<file path="src/indexed_list_shift_store_defines.svh">
// Assertion macros for the indexed list shift store.
// Depends on nothing; included by the top level that asserts.
`ifndef INDEXED_LIST_SHIFT_STORE_DEFINES_SVH
`define INDEXED_LIST_SHIFT_STORE_DEFINES_SVH

// Same-cycle implication, sampled on the rising clock, off during reset.
`define ILSS_ASSERT_SAME(name, clk, rst_n, pre, post) \
	name: assert property (@(posedge clk) disable iff (!rst_n) (pre) |-> (post)) \
		else $error("ilss check failed");

// Next-cycle implication, sampled on the rising clock, off during reset.
`define ILSS_ASSERT_NEXT(name, clk, rst_n, pre, post) \
	name: assert property (@(posedge clk) disable iff (!rst_n) (pre) |=> (post)) \
		else $error("ilss check failed");

`endif

</file>
<file path="src/ilss_pkg.sv">
// Shared types and codes for the indexed list shift store.
// Used by the cell, the request decoder and the top level; depends on nothing.
`default_nettype none

package ilss_pkg;

	// Widths of the request and result fields.
	localparam int FUNC_W   = 3;
	localparam int INDEX_W  = 6;
	localparam int VALUE_W  = 32;
	localparam int DATA_W   = 32;
	localparam int COUNT_W  = 7;
	localparam int STATUS_W = 2;

	// Operation codes.
	localparam logic [FUNC_W-1:0] OP_APPEND = 3'd0;
	localparam logic [FUNC_W-1:0] OP_INSERT = 3'd1;
	localparam logic [FUNC_W-1:0] OP_REMOVE = 3'd2;
	localparam logic [FUNC_W-1:0] OP_READ   = 3'd3;
	localparam logic [FUNC_W-1:0] OP_WRITE  = 3'd4;
	localparam logic [FUNC_W-1:0] OP_COUNT  = 3'd5;

	// Status codes.
	localparam logic [STATUS_W-1:0] ST_OK    = 2'd0;
	localparam logic [STATUS_W-1:0] ST_RANGE = 2'd1;
	localparam logic [STATUS_W-1:0] ST_FULL  = 2'd2;

	// Per-cycle command broadcast to every cell of the row.
	typedef struct packed {
		logic shift_up;   // open a slot at pos, later cells take their left neighbor
		logic shift_down; // close the slot at pos, cells from pos take their right neighbor
		logic load;       // cell at pos takes the new word
	} cell_ctl_t;

	// Outcome of one request as seen by the result register.
	typedef struct packed {
		logic [STATUS_W-1:0] status;
		logic                rd_en;  // the word at pos is returned
	} req_res_t;

endpackage

`default_nettype wire

</file>
<file path="src/ilss_ctrl.sv">
// Request decoder: range and full checks, cell commands and the next count.
// Depends on ilss_pkg for codes and structs.
`default_nettype none

module ilss_ctrl
	import ilss_pkg::*;
#(
	parameter int CAPACITY = 64,
	parameter int CW       = 7,
	parameter int POS_W    = 7
) (
	input  wire logic                accept,
	input  wire logic [FUNC_W-1:0]   func,
	input  wire logic [INDEX_W-1:0]  index,
	input  wire logic [CW-1:0]       count_cur,
	output cell_ctl_t                ctl,
	output logic      [POS_W-1:0]    pos,
	output logic      [CW-1:0]       count_next,
	output req_res_t                 res
);

	logic [POS_W-1:0] idx_w;
	logic [POS_W-1:0] cnt_w;
	logic             in_range;
	logic             full;

	assign idx_w    = POS_W'(index);
	assign cnt_w    = POS_W'(count_cur);
	assign in_range = (idx_w < cnt_w);
	assign full     = (count_cur == CW'(CAPACITY));

	// Decode the operation; flagged requests leave the list untouched.
	always_comb begin
		ctl        = '0;
		pos        = idx_w;
		count_next = count_cur;
		res.status = ST_OK;
		res.rd_en  = 1'b0;
		case (func)
			OP_APPEND: begin
				pos = cnt_w;
				if (full) begin
					res.status = ST_FULL;
				end else begin
					ctl.load   = accept;
					count_next = count_cur + CW'(1);
				end
			end
			OP_INSERT: begin
				if (!in_range) begin
					res.status = ST_RANGE;
				end else if (full) begin
					res.status = ST_FULL;
				end else begin
					ctl.shift_up = accept;
					count_next   = count_cur + CW'(1);
				end
			end
			OP_REMOVE: begin
				if (!in_range) begin
					res.status = ST_RANGE;
				end else begin
					ctl.shift_down = accept;
					res.rd_en      = 1'b1;
					count_next     = count_cur - CW'(1);
				end
			end
			OP_READ: begin
				if (!in_range) begin
					res.status = ST_RANGE;
				end else begin
					res.rd_en = 1'b1;
				end
			end
			OP_WRITE: begin
				if (!in_range) begin
					res.status = ST_RANGE;
				end else begin
					ctl.load = accept;
				end
			end
			OP_COUNT: begin
				res.status = ST_OK;
			end
			default: begin
				res.status = ST_OK;
			end
		endcase
	end

endmodule

`default_nettype wire
</file>
<file path="config.mk">
export PLATFORM = sky130hd
export DESIGN_NAME = ilss_ctrl
export DESIGN_NICKNAME = d
export VERILOG_FILES = /design/src/indexed_list_shift_store_defines.svh /design/src/ilss_pkg.sv /design/src/ilss_ctrl.sv
export SDC_FILE = /design/constraint.sdc
export NUM_CORES = 1
export LEC_CHECK = 0
export ABC_AREA = 1
export BUFFER_PORTS_ARGS = -buffer_cell sky130_fd_sc_hd__buf_2
export CORE_AREA = 3 3 45 47
export DETAILED_ROUTE_END_ITERATION = 6
export DIE_AREA = 0 0 48 50
export MAX_ROUTING_LAYER = met4
export PLACE_DENSITY = 0.85
export SLEW_MARGIN = 0
export SYNTH_ARGS = -nofsm -noshare
export SYNTH_HDL_FRONTEND = slang
export SYNTH_SLANG_ARGS = --single-unit
</file>
<file path="constraint.sdc">
create_clock -name vclk -period 2.39
set_input_delay 0.3585 -clock vclk [all_inputs]
set_output_delay 0.3585 -clock vclk [all_outputs]
set_load 0.02 [all_outputs]
</file>
==> metrics.csv <==
stage,metric,value,unit
run_status,status,"finished, final reports clean",
layout,final_nets,220,
layout,diodes,0,
worst_setup_path,cp_max_fo,8,
place,place_hpwl,2.08,mm
route,wl_per_cell,12.3,um
global_route,grt_pass1_vias,1018,
global_route,grt_max_degree,16,
global_route,grt_usage,22.3,%
synthesis,ys_top_cells_by_area,"nand2_1 21%, nand3_1 12%, inv_1 11%",
timing,period_minus_slack,2.32,ns
route,drc,0,
floorplanning,core,1690,um2
route,drt_first_pass_iters,4,
synthesis,syn_nets,180,
layout,clkbuf_count,0,
power_and_ir_drop,peakVddDrop,0.000111,V
synthesis,synth_cell_types,24,
layout,fillerInstances,172,
global_route,antenna_found_initial,0,
worst_setup_path,cpPeakStageDelay,0.30,ns
layout,final_cell_mix,"43 x nand2_1, 37 x buf_2, 24 x inv_1",
layout,regArea,0,um2
timing,worst_pin_slew,0.357,ns
timing,timing.final.crit_share,96.9,%
floorplanning,die_w,48,um
layout,layout_commonest_cell,nand2_1,
timing,fmax,0.432,GHz
worst_setup_path,cp-start-kind,primary input,
synthesis,yosysTopAreaCell,nand2_1,
timing,finalSetupViolCount,0,
layout,numSequentialCells,0,
floorplanning,rows,15,
floorplanning,die_h,50,um
worst_setup_path,cp-end-kind,output port,
power_and_ir_drop,leakagePower,0.000640,uW
route,routed_wl,2.60,mm
global_route,grt_first_pass_wirelength,4.08,mm
floorplanning,ioPinCount,37,
timing,maxSlewViolCount,0,
worst_setup_path,crit_required,2.03,ns
timing,tns,0,ns
route,drt-initial-drc-count,46,
worst_setup_path,path_cells,"buf_2, inv_1, ha_1, nand2_1, nand2_1, a21oi_4, nand2_4, buf_4, o21bai_2, nand3_1, nand2_1, buf_2",
synthesis,synth_top_area_share,20.5,%
worst_hold_path,worstHoldPathType,primary input to output port,
floorplanning,initial_core_util,48.7,%
synthesis,synthCells,156,
synthesis,syn_area_per_cell,5.28,um2
timing,rsz0062_at_grt,yes,
timing,finalHoldViolations,0,
worst_setup_path,path_delay_family,buffers and inverters,
route,viasPerCell,5.47,
worst_setup_path,crit_buf_inv,4,
floorplanning,die_area,2400,um2
layout,fin_area,1040,um2
synthesis,seq_area_frac_synth,0,%
route,ant_nets,0,
global_route,overflow,0,
synthesis,ys_warn_count,0,
timing,max_slew_margin,76.2,%
layout,drive_gt1_share,29.4,%
worst_setup_path,crit_type,primary input to output port,
layout,final_util,61.9,%
synthesis,synth_area,823,um2
place,routabilityCongestion,0.950,
place,placed_cell_area,1020,um2
worst_setup_path,arrival,1.96,ns
power_and_ir_drop,p_per_area,219,nW/um2
layout,area_growth,26.9,%
route,dr_total_vias,1154,
worst_setup_path,critPathMostFrequentCell,nand2_1,
clock_network,holdBufCountCts,0,
worst_setup_path,worst_path_max_delay_cell,ha_1,
place,io_buffers,37,
job,max_cap_viol_count,0,
synth_stat cells, types with 3 or more instances:
cell type	n
nand2_1	45
nor2_1	13
a21oi_1	4
ha_1	7
o21ai_0	4
buf_2	4
nor3_1	4
o21ai_1	7
inv_1	24
nand3_1	19
nand4_1	7
xor2_1	3
path summary, 6_finish.rpt:
check	startpoint	end	slack, ns	depth (start not counted)
worst max-delay path	count_cur[4]	count_next[1]	0.07	12
worst min-delay path	index[3]	pos[3]	1.06	4
cell type report:
type / instances / area, um2 / area share [%]
Tap cell: 17 / 21.3 / 2.04
Timing Repair Buffer: 44 / 238 / 22.8
Multi-Input combinational cell: 125 / 692 / 66.2
Inverter: 25 / 93.8 / 8.98
metal layers:
layer  GRT usage, %  vias up  part of all wire [%]
li1               -      581                     -
met1           28.0      497                    40
met2           37.9       64                    51
met3          0.730       12                   7.0
met4           5.38        0                   2.4
met5              -        -                     0
report_power, final:
| part | leakage, uW | internal, uW | switching, uW |
|---|---|---|---|
| Sequential | 0 | 0 | 0 |
| Clock | 0 | 0 | 0 |
| Combinational | 0.000640 | 82.5 | 146 |
| Total | 0.000640 | 82.5 | 146 |
logic make-up after synthesis:
logic type | synth area share (%)
fa+ha+maj | 10.6
simple gates | 55.3
xor+xnor | 4.26
compound gates | 13.2
buf+inv | 16.6
tightest hold or removal path, delay by kind of cell:
family          cells  cell delay [ns]
buf+inv             2             0.25
compound gates      1             0.05
simple gates        1             0.04
stage by stage:
step / std cells / setup slack (ns) / total power, uW / hold slack (ns)
2_1_floorplan: 156 / 0.171 / 152 / 0.800
3_3_place_gp: 208 / 0.168 / 211 / 1.06
3_5_place_dp: 208 / 0.104 / 217 / 1.07
4_1_cts: 208 / 0.102 / 218 / 1.07
5_1_grt: 211 / -0.0142 / 252 / 1.10
6_report: 211 / 0.0747 / 229 / 1.06
timing repair:
item	in CTS	in global routing
gates resized for setup	0	2
setup endpoints to repair	0	3
setup buffers	0	3
(Power assumes the default switching activity.)
