$ cat config.mk
export PLATFORM = sky130hd
export DESIGN_NAME = ilss_cell
export DESIGN_NICKNAME = d
export VERILOG_FILES = /design/src/indexed_list_shift_store_defines.svh /design/src/ilss_pkg.sv /design/src/ilss_cell.sv
export SDC_FILE = /design/constraint.sdc
export NUM_CORES = 1
export LEC_CHECK = 0
export ABC_CLOCK_PERIOD_IN_PS = 11430
export BUFFER_PORTS_ARGS = -buffer_cell sky130_fd_sc_hd__buf_2
export CORE_MARGIN = 2
export CORE_UTILIZATION = 40
export CTS_BUF_LIST = sky130_fd_sc_hd__clkbuf_4 sky130_fd_sc_hd__clkbuf_8 sky130_fd_sc_hd__clkbuf_16
export DETAILED_ROUTE_END_ITERATION = 7
export PLACE_DENSITY = 0.81
export SETUP_SLACK_MARGIN = 0.3
export SLEW_MARGIN = 20
export SYNTH_ARGS = -nofsm -noshare
export SYNTH_HDL_FRONTEND = slang
export SYNTH_SLANG_ARGS = --single-unit
$ cat constraint.sdc
create_clock -name clk -period 11.43 [get_ports clk]
set_input_delay 2.286 -clock clk [delete_from_list [all_inputs] [get_ports clk]]
set_output_delay 2.286 -clock clk [all_outputs]
set_load 0.02 [all_outputs]
$ cat src/indexed_list_shift_store_defines.svh
// Assertion macros for the indexed list shift store.
// Depends on nothing; included by the top level that asserts.
`ifndef INDEXED_LIST_SHIFT_STORE_DEFINES_SVH
`define INDEXED_LIST_SHIFT_STORE_DEFINES_SVH

// Same-cycle implication, sampled on the rising clock, off during reset.
`define ILSS_ASSERT_SAME(name, clk, rst_n, pre, post) \
	name: assert property (@(posedge clk) disable iff (!rst_n) (pre) |-> (post)) \
		else $error("ilss check failed");

// Next-cycle implication, sampled on the rising clock, off during reset.
`define ILSS_ASSERT_NEXT(name, clk, rst_n, pre, post) \
	name: assert property (@(posedge clk) disable iff (!rst_n) (pre) |=> (post)) \
		else $error("ilss check failed");

`endif

$ cat src/ilss_pkg.sv
// Shared types and codes for the indexed list shift store.
// Used by the cell, the request decoder and the top level; depends on nothing.
`default_nettype none

package ilss_pkg;

	// Widths of the request and result fields.
	localparam int FUNC_W   = 3;
	localparam int INDEX_W  = 6;
	localparam int VALUE_W  = 32;
	localparam int DATA_W   = 32;
	localparam int COUNT_W  = 7;
	localparam int STATUS_W = 2;

	// Operation codes.
	localparam logic [FUNC_W-1:0] OP_APPEND = 3'd0;
	localparam logic [FUNC_W-1:0] OP_INSERT = 3'd1;
	localparam logic [FUNC_W-1:0] OP_REMOVE = 3'd2;
	localparam logic [FUNC_W-1:0] OP_READ   = 3'd3;
	localparam logic [FUNC_W-1:0] OP_WRITE  = 3'd4;
	localparam logic [FUNC_W-1:0] OP_COUNT  = 3'd5;

	// Status codes.
	localparam logic [STATUS_W-1:0] ST_OK    = 2'd0;
	localparam logic [STATUS_W-1:0] ST_RANGE = 2'd1;
	localparam logic [STATUS_W-1:0] ST_FULL  = 2'd2;

	// Per-cycle command broadcast to every cell of the row.
	typedef struct packed {
		logic shift_up;   // open a slot at pos, later cells take their left neighbor
		logic shift_down; // close the slot at pos, cells from pos take their right neighbor
		logic load;       // cell at pos takes the new word
	} cell_ctl_t;

	// Outcome of one request as seen by the result register.
	typedef struct packed {
		logic [STATUS_W-1:0] status;
		logic                rd_en;  // the word at pos is returned
	} req_res_t;

endpackage

`default_nettype wire

$ cat src/ilss_cell.sv
// One storage cell of the list row: holds one word and moves it to a neighbor.
// Depends on ilss_pkg for the command struct.
`default_nettype none

module ilss_cell
	import ilss_pkg::*;
#(
	parameter int POS        = 0,
	parameter int ELEM_WIDTH = 32,
	parameter int POS_W      = 7
) (
	input  wire logic                  clk,
	input  wire cell_ctl_t             ctl,
	input  wire logic [POS_W-1:0]      pos,
	input  wire logic [ELEM_WIDTH-1:0] val,
	input  wire logic [ELEM_WIDTH-1:0] left,
	input  wire logic [ELEM_WIDTH-1:0] right,
	output logic      [ELEM_WIDTH-1:0] q,
	output logic      [ELEM_WIDTH-1:0] rd
);

	localparam logic [POS_W-1:0] MY_POS = POS_W'(POS);

	logic                  at_pos;
	logic                  past_pos;
	logic [ELEM_WIDTH-1:0] word_q;

	assign at_pos   = (pos == MY_POS);
	assign past_pos = (pos < MY_POS);

	// Word storage: shifts toward either neighbor or loads the new word.
	always_ff @(posedge clk) begin
		if (ctl.shift_up) begin
			if (past_pos) begin
				word_q <= left;
			end else if (at_pos) begin
				word_q <= val;
			end
		end else if (ctl.shift_down) begin
			if (at_pos || past_pos) begin
				word_q <= right;
			end
		end else if (ctl.load && at_pos) begin
			word_q <= val;
		end
	end

	// The selected cell drives its word onto the shared read-out.
	assign q  = word_q;
	assign rd = at_pos ? word_q : '0;

endmodule

`default_nettype wire

==> results of run 1 <==
layout make-up:
cell class                      instances  area (um2)
Clock buffer                            7       83.83
Clock inverter                          1       3.754
Fill cell                             400        1977
Inverter                               32       120.1
Multi-Input combinational cell         69       718.2
Sequential cell                        32       960.9
Tap cell                               54       67.56
Timing Repair Buffer                  139       698.2
kinds of logic after synthesis:
| kind of cell | Yosys count |
|---|---|
| buf+inv | 44 |
| mux | 32 |
| flops | 32 |
| simple gates | 37 |
metrics by stage:
stage | power (W) | area, um2 | cells | hold slack (ns)
floorplan | 0.0001518 | 1894 | 145 | 2.487
global placement | 0.0001644 | 2565 | 326 | 2.570
detailed placement | 0.0001654 | 2565 | 326 | 2.587
CTS | 0.0002502 | 2653 | 334 | 2.298
global route | 0.0002571 | 2653 | 334 | 2.297
finish | 0.0002466 | 2653 | 334 | 2.298
synthesized netlist by cell type:
master	n	area, um2
clkbuf_1	2	7.510
buf_12	3	60.06
buf_6	1	11.26
edfxtp_1	32	960.9
nor3_1	4	20.02
mux2_2	30	337.8
or4_4	1	11.26
nor3_2	30	300.3
buf_2	6	30.03
mux2_1	2	22.52
inv_1	32	120.1
nor2b_1	1	6.260
or3_1	1	6.260
path summary, 6_finish.rpt:
path / start / endpoint / slack (ns) / cells after the start
min: val[30] / q[30] / 2.30 / 2
max: pos[1] / rd[31] / 5.44 / 4
metal layers:
metal	part of all wire, %	vias to the layer above	GRT usage (%)
met5	0	-	0
met4	0.88	0	5.144
met3	7.1	5	4.558
met2	53	72	27.47
met1	39	685	16.92
li1	-	762	-
critical path, stage by stage:
cell,delay [ns]
buf_2,0.09
or3_2,0.87
nor3_1,0.26
buf_2,0.20
power by group through the flow:
stage,Clock [W],Sequential (W),Combinational (W)
finish,0.0000841,0.000131,0.0000314
global placement,0,0.000134,0.0000308
CTS,0.0000872,0.000131,0.0000320
detailed placement,0,0.000134,0.0000318
floorplan,0,0.000135,0.0000172
global route,0.0000915,0.000131,0.0000345
==> flow_summary.yaml, run 1 <==
placement:
  port_buffers: 138
  dpl.hpwl_mm: 3.143
  place_congestion: 0.6856
  pre_cts_ws_ns: 5.426
logic_synthesis:
  muxShareOfSynthArea_pct: 19.02
  synth.distinct_cells: 13
  syn_area_per_cell_um2: 13.06
  synth-adder-area-share_pct: 0
  ys_ff_latch: 32
  yosysWarnings: 0
  synth_top_family_by_area: "multiplexers"
  synth_compound_area_share_pct: 0
  syn_nets: 252
  synth_xor_area_share_pct: 0
  syn_inst: 145
  synth_simple_gate_area_share_pct: 18.16
  netlist_area_um2: 1894
  seq_area_frac_synth_pct: 50.73
global_routing:
  grt_start_max_net_pins: 34
  grt_pass1_vias: 1402
  antenna_found_initial: 0
  grt_usage_pct: 15.20
  grt_pass1_wl_mm: 6.196
  grt_overflow: 0
die:
  die_w_um: 72.82
  die-area_um2: 5302
  initial_utilization_pct: 40.92
  core_um2: 4629
  ios: 171
  die_h_um: 72.82
  rows: 25
finish:
  diodes: 0
  syn2layout_area_growth_pct: 40.03
  largest_register_ffs: 32
  final_nets: 386
  layout_commonest_cell: "buf_2"
  fin_util_pct: 57.30
  drive_gt1_share_pct: 75.00
  layout_common_cells: "buf_2, inv_1, edfxtp_1"
job:
  maxCapViolations: 0
clocking:
  clk_path_buf_depth: 2
  cts_setup_buffers: 0
  cts_root_buf: "clkbuf_8"
  cts-hold-fix-buffers: 0
  cts-buffers-inserted: 5
  cts_max_level: 2
  clkSinkCount: 32
  cts_tree: "built"
  path_clk_slew_ns: 0.06
  post_cts_resize_count: 0
detailed_routing:
  drt_pass1_iterations: 4
  num_vias: 1524
  drt_iter0_drc: 38
  wl_mm: 4.084
  via_per_inst: 4.563
  post-route-drc-count: 0
  wl_per_cell_um: 12.23
  postRouteAntennaNets: 0
timing:
  setup_ws_ns: 5.438
  fmax_ghz: 0.1669
  setup_viol: 0
  relSlewSlack_pct: 32.44
  fin_crit_sh_pct: 52.42
  drv_slew: 0
  setup_tns_ns: 0
  rsz0062_at_grt: "no"
  worstMarginPinSlew_ns: 1.008
  hold_violations: 0
  fin_crit_ns: 5.992
setup_path:
  arrival_ns: 3.71
  worst_setup_path_end_kind: "output port"
  start_kind: "input port"
  critical_path_class: "in2out"
  cp.required_ns: 9.14
  crit_path_max_fanout: 33
run_status:
  status: "complete, no violations"
hold_path:
  min_path_type: "in2reg"
pwr:
  powerDensity_nw_per_um2: 92.97
  switchingPower_w: 0.00005061
  p_int_w: 0.0001960
  power_frac_comb_pct: 12.7
  pwr-share-clk_pct: 34.1
  cellLeakagePower_nw: 1.256
  ir_drop_uv: 70.78
  p_sw_share_pct: 20.52
  pwr-share-seq_pct: 53.2
No activity file was read; power rests on OpenSTA's default activity.
==> inputs of run 2 (changes only) <==
--- a/config.mk
+++ b/config.mk
@@ -5,13 +5,14 @@
 export SDC_FILE = /design/constraint.sdc
 export NUM_CORES = 1
 export LEC_CHECK = 0
-export ABC_CLOCK_PERIOD_IN_PS = 11430
+export ABC_AREA = 1
+export ABC_CLOCK_PERIOD_IN_PS = 5450
 export BUFFER_PORTS_ARGS = -buffer_cell sky130_fd_sc_hd__buf_2
 export CORE_MARGIN = 2
-export CORE_UTILIZATION = 40
+export CORE_UTILIZATION = 34
 export CTS_BUF_LIST = sky130_fd_sc_hd__clkbuf_4 sky130_fd_sc_hd__clkbuf_8 sky130_fd_sc_hd__clkbuf_16
 export DETAILED_ROUTE_END_ITERATION = 7
-export PLACE_DENSITY = 0.81
+export PLACE_DENSITY = 0.74
 export SETUP_SLACK_MARGIN = 0.3
 export SLEW_MARGIN = 20
 export SYNTH_ARGS = -nofsm -noshare
==> constraint.sdc (replaced) <==
create_clock -name clk -period 5.45 [get_ports clk]
set_input_delay 1.09 -clock clk [delete_from_list [all_inputs] [get_ports clk]]
set_output_delay 1.09 -clock clk [all_outputs]
set_load 0.02 [all_outputs]
==> run 2 against run 1 <==
- wire length is 12% higher
- first-iteration DRC count increased by 16%
- sequential cell count unchanged
- power grew 110%
- critical path depth increased by 3
- non-clock buffer count is 1 lower
- core utilization shrank 6.4 points
- hold slack lost 1.2 ns
==> flow_summary.yaml, run 2 <==
die:
  initial_utilization_pct: 35.75
  core_um2: 5172
  rows: 26
  die_w_um: 77.75
  ios: 171
  die_h_um: 77.75
  die-area_um2: 6045
setup_path:
  arrival_ns: 2.44
  startpoint: "pos[4]"
  crit_path_max_fanout: 33
  critical_path_class: "in2out"
  crit_end: "rd[0]"
  cp.required_ns: 4.36
  worst_setup_path_end_kind: "output port"
  start_kind: "input port"
finish:
  drive_gt1_share_pct: 50.56
  fin_util_pct: 50.87
  finalNonFillerCells: 424
  largest_register_ffs: 32
  diodes: 0
  n_fill_cell: 508
  layout_common_cells: "buf_2, nand2_1, inv_1"
  layout_commonest_cell: "buf_2"
  final_nets: 460
  syn2layout_area_growth_pct: 42.29
global_routing:
  antenna_found_initial: 0
  grt_pass1_vias: 1663
  grt_usage_pct: 15.39
  grt_pass1_wl_mm: 7.362
  grt_start_max_net_pins: 35
  grt_overflow: 0
timing:
  drv_slew: 0
  rsz0062_at_grt: "no"
  worstMarginPinSlew_ns: 1.041
  fin_crit_ns: 3.526
  fmax_ghz: 0.2836
  setup_tns_ns: 0
  relSlewSlack_pct: 30.38
  hold_slack_ns: 1.077
  hold_violations: 0
  setup_viol: 0
  fin_crit_sh_pct: 64.70
detailed_routing:
  via_per_inst: 4.245
  wl_mm: 4.554
  met2_wirelength_mm: 2.390
  wl_met1_mm: 1.742
  dr_wl_met3_um: 379
  wl_per_cell_um: 10.74
  num_vias: 1800
  drt_iter0_drc: 44
  top_layer: "met4"
  drt_pass1_iterations: 4
  postRouteAntennaNets: 0
  post-route-drc-count: 0
logic_synthesis:
  syn_area_per_cell_um2: 8.368
  ys_ff_latch: 32
  async_reset_ff_share_pct: 0
  ys.flop_type: "edfxtp_1"
  synth-edff-count: 32
  synth.top_cells.by_area: "edfxtp_1, nand2_1, nor2_2"
  synth_top_area_cell: "edfxtp_1"
  synth_top_area_share_pct: 51.96
  yosysWarnings: 0
  syn_nets: 328
  yosysMostFrequentCell: "nand2_1"
  seq_area_frac_synth_pct: 51.96
  netlist_area_um2: 1849
  synthTopCellsByCount: "nand2_1, inv_1, edfxtp_1, nand3_1, nor2_2"
  synth.distinct_cells: 13
  syn_inst: 221
clocking:
  cts_tree: "built"
  cts-hold-fix-buffers: 0
  cts-buffers-inserted: 5
  cts_root_buf: "clkbuf_8"
  cts_max_level: 2
  cts_setup_buffers: 0
  clk_path_buf_depth: 2
  path_clk_slew_ns: 0.06
  clkSinkCount: 32
  post_cts_resize_count: 0
hold_path:
  min_path_type: "in2reg"
pwr:
  powerDensity_nw_per_um2: 197.0
  cellLeakagePower_nw: 1.502
  ir_drop_uv: 99.30
job:
  maxCapViolations: 0
placement:
  place_congestion: 0.7828
  dpl.hpwl_mm: 3.384
  port_buffers: 138
  dpl.cell_count: 416
run_status:
  status: "complete, no violations"
## run 2: cell types whose count changed after synthesis, sizes merged
cell / change
or4: -1
nand3: +32
clkbuf: -2
nor2: +35
buf: +3
mux2: -32
or3: -1
nand2: +69
nor3: -33
inv: +7
nor2b: -1
## run 2: kinds of logic after synthesis
family / synth area share, %
buffers and inverters: 12.85
flip-flops: 51.96
AND/OR/NAND/NOR: 35.18
## run 2: worst min path at each step
stage | from | end | slack (ns) | depth (start not counted)
2_1_floorplan | val[0] | q[0] | 1.27 | 2
3_3_place_gp | val[7] | q[7] | 1.35 | 3
3_5_place_dp | val[7] | q[7] | 1.36 | 3
4_1_cts | val[28] | q[28] | 1.07 | 3
5_1_grt | val[2] | q[2] | 1.06 | 3
6_report | val[30] | q[30] | 1.08 | 3
## run 2: final cells by class
cell class                 instances  area (um2)  area share, %
tap                               70       87.58          3.329
sequential                        32       960.9          36.52
clock inverter                     1       3.754         0.1427
multi-input combinational        137       658.1          25.01
clock buffer                       7       83.83          3.186
inverter                          39       146.4          5.563
timing repair buffer             138       690.7          26.25
## run 2: metal layers
metal / vias up / GRT usage, %
li1: 941 / -
met1: 778 / 16.43
met2: 79 / 28.45
met3: 2 / 4.419
met4: 0 / 5.714
met5: - / 0
## run 2: power breakdown
part	internal, W	switching (W)	total [W]
Sequential	0.000275	0.000000655	0.000275
Clock	0.0000987	0.0000794	0.000178
Combinational	0.0000305	0.0000345	0.0000650
## run 2: per-stage QoR
| step | instance area (um2) | worst slack [ns] | total power (W) |
|---|---|---|---|
| after global routing | 2631 | 1.708 | 0.0005467 |
| after CTS | 2631 | 1.879 | 0.0005245 |
| after global placement | 2544 | 1.937 | 0.0003443 |
| after floorplan | 1849 | 2.263 | 0.0003156 |
| final | 2631 | 1.924 | 0.0005184 |
| after detailed placement | 2544 | 1.877 | 0.0003462 |
## run 2: worst max-delay path: stages
cell and delay [ns]:
buf_2 0.09, inv_1 0.05, nand2_1 0.06, nor2_1 0.11, nand2_2 0.57, nor2_1 0.26
buf_2 0.20
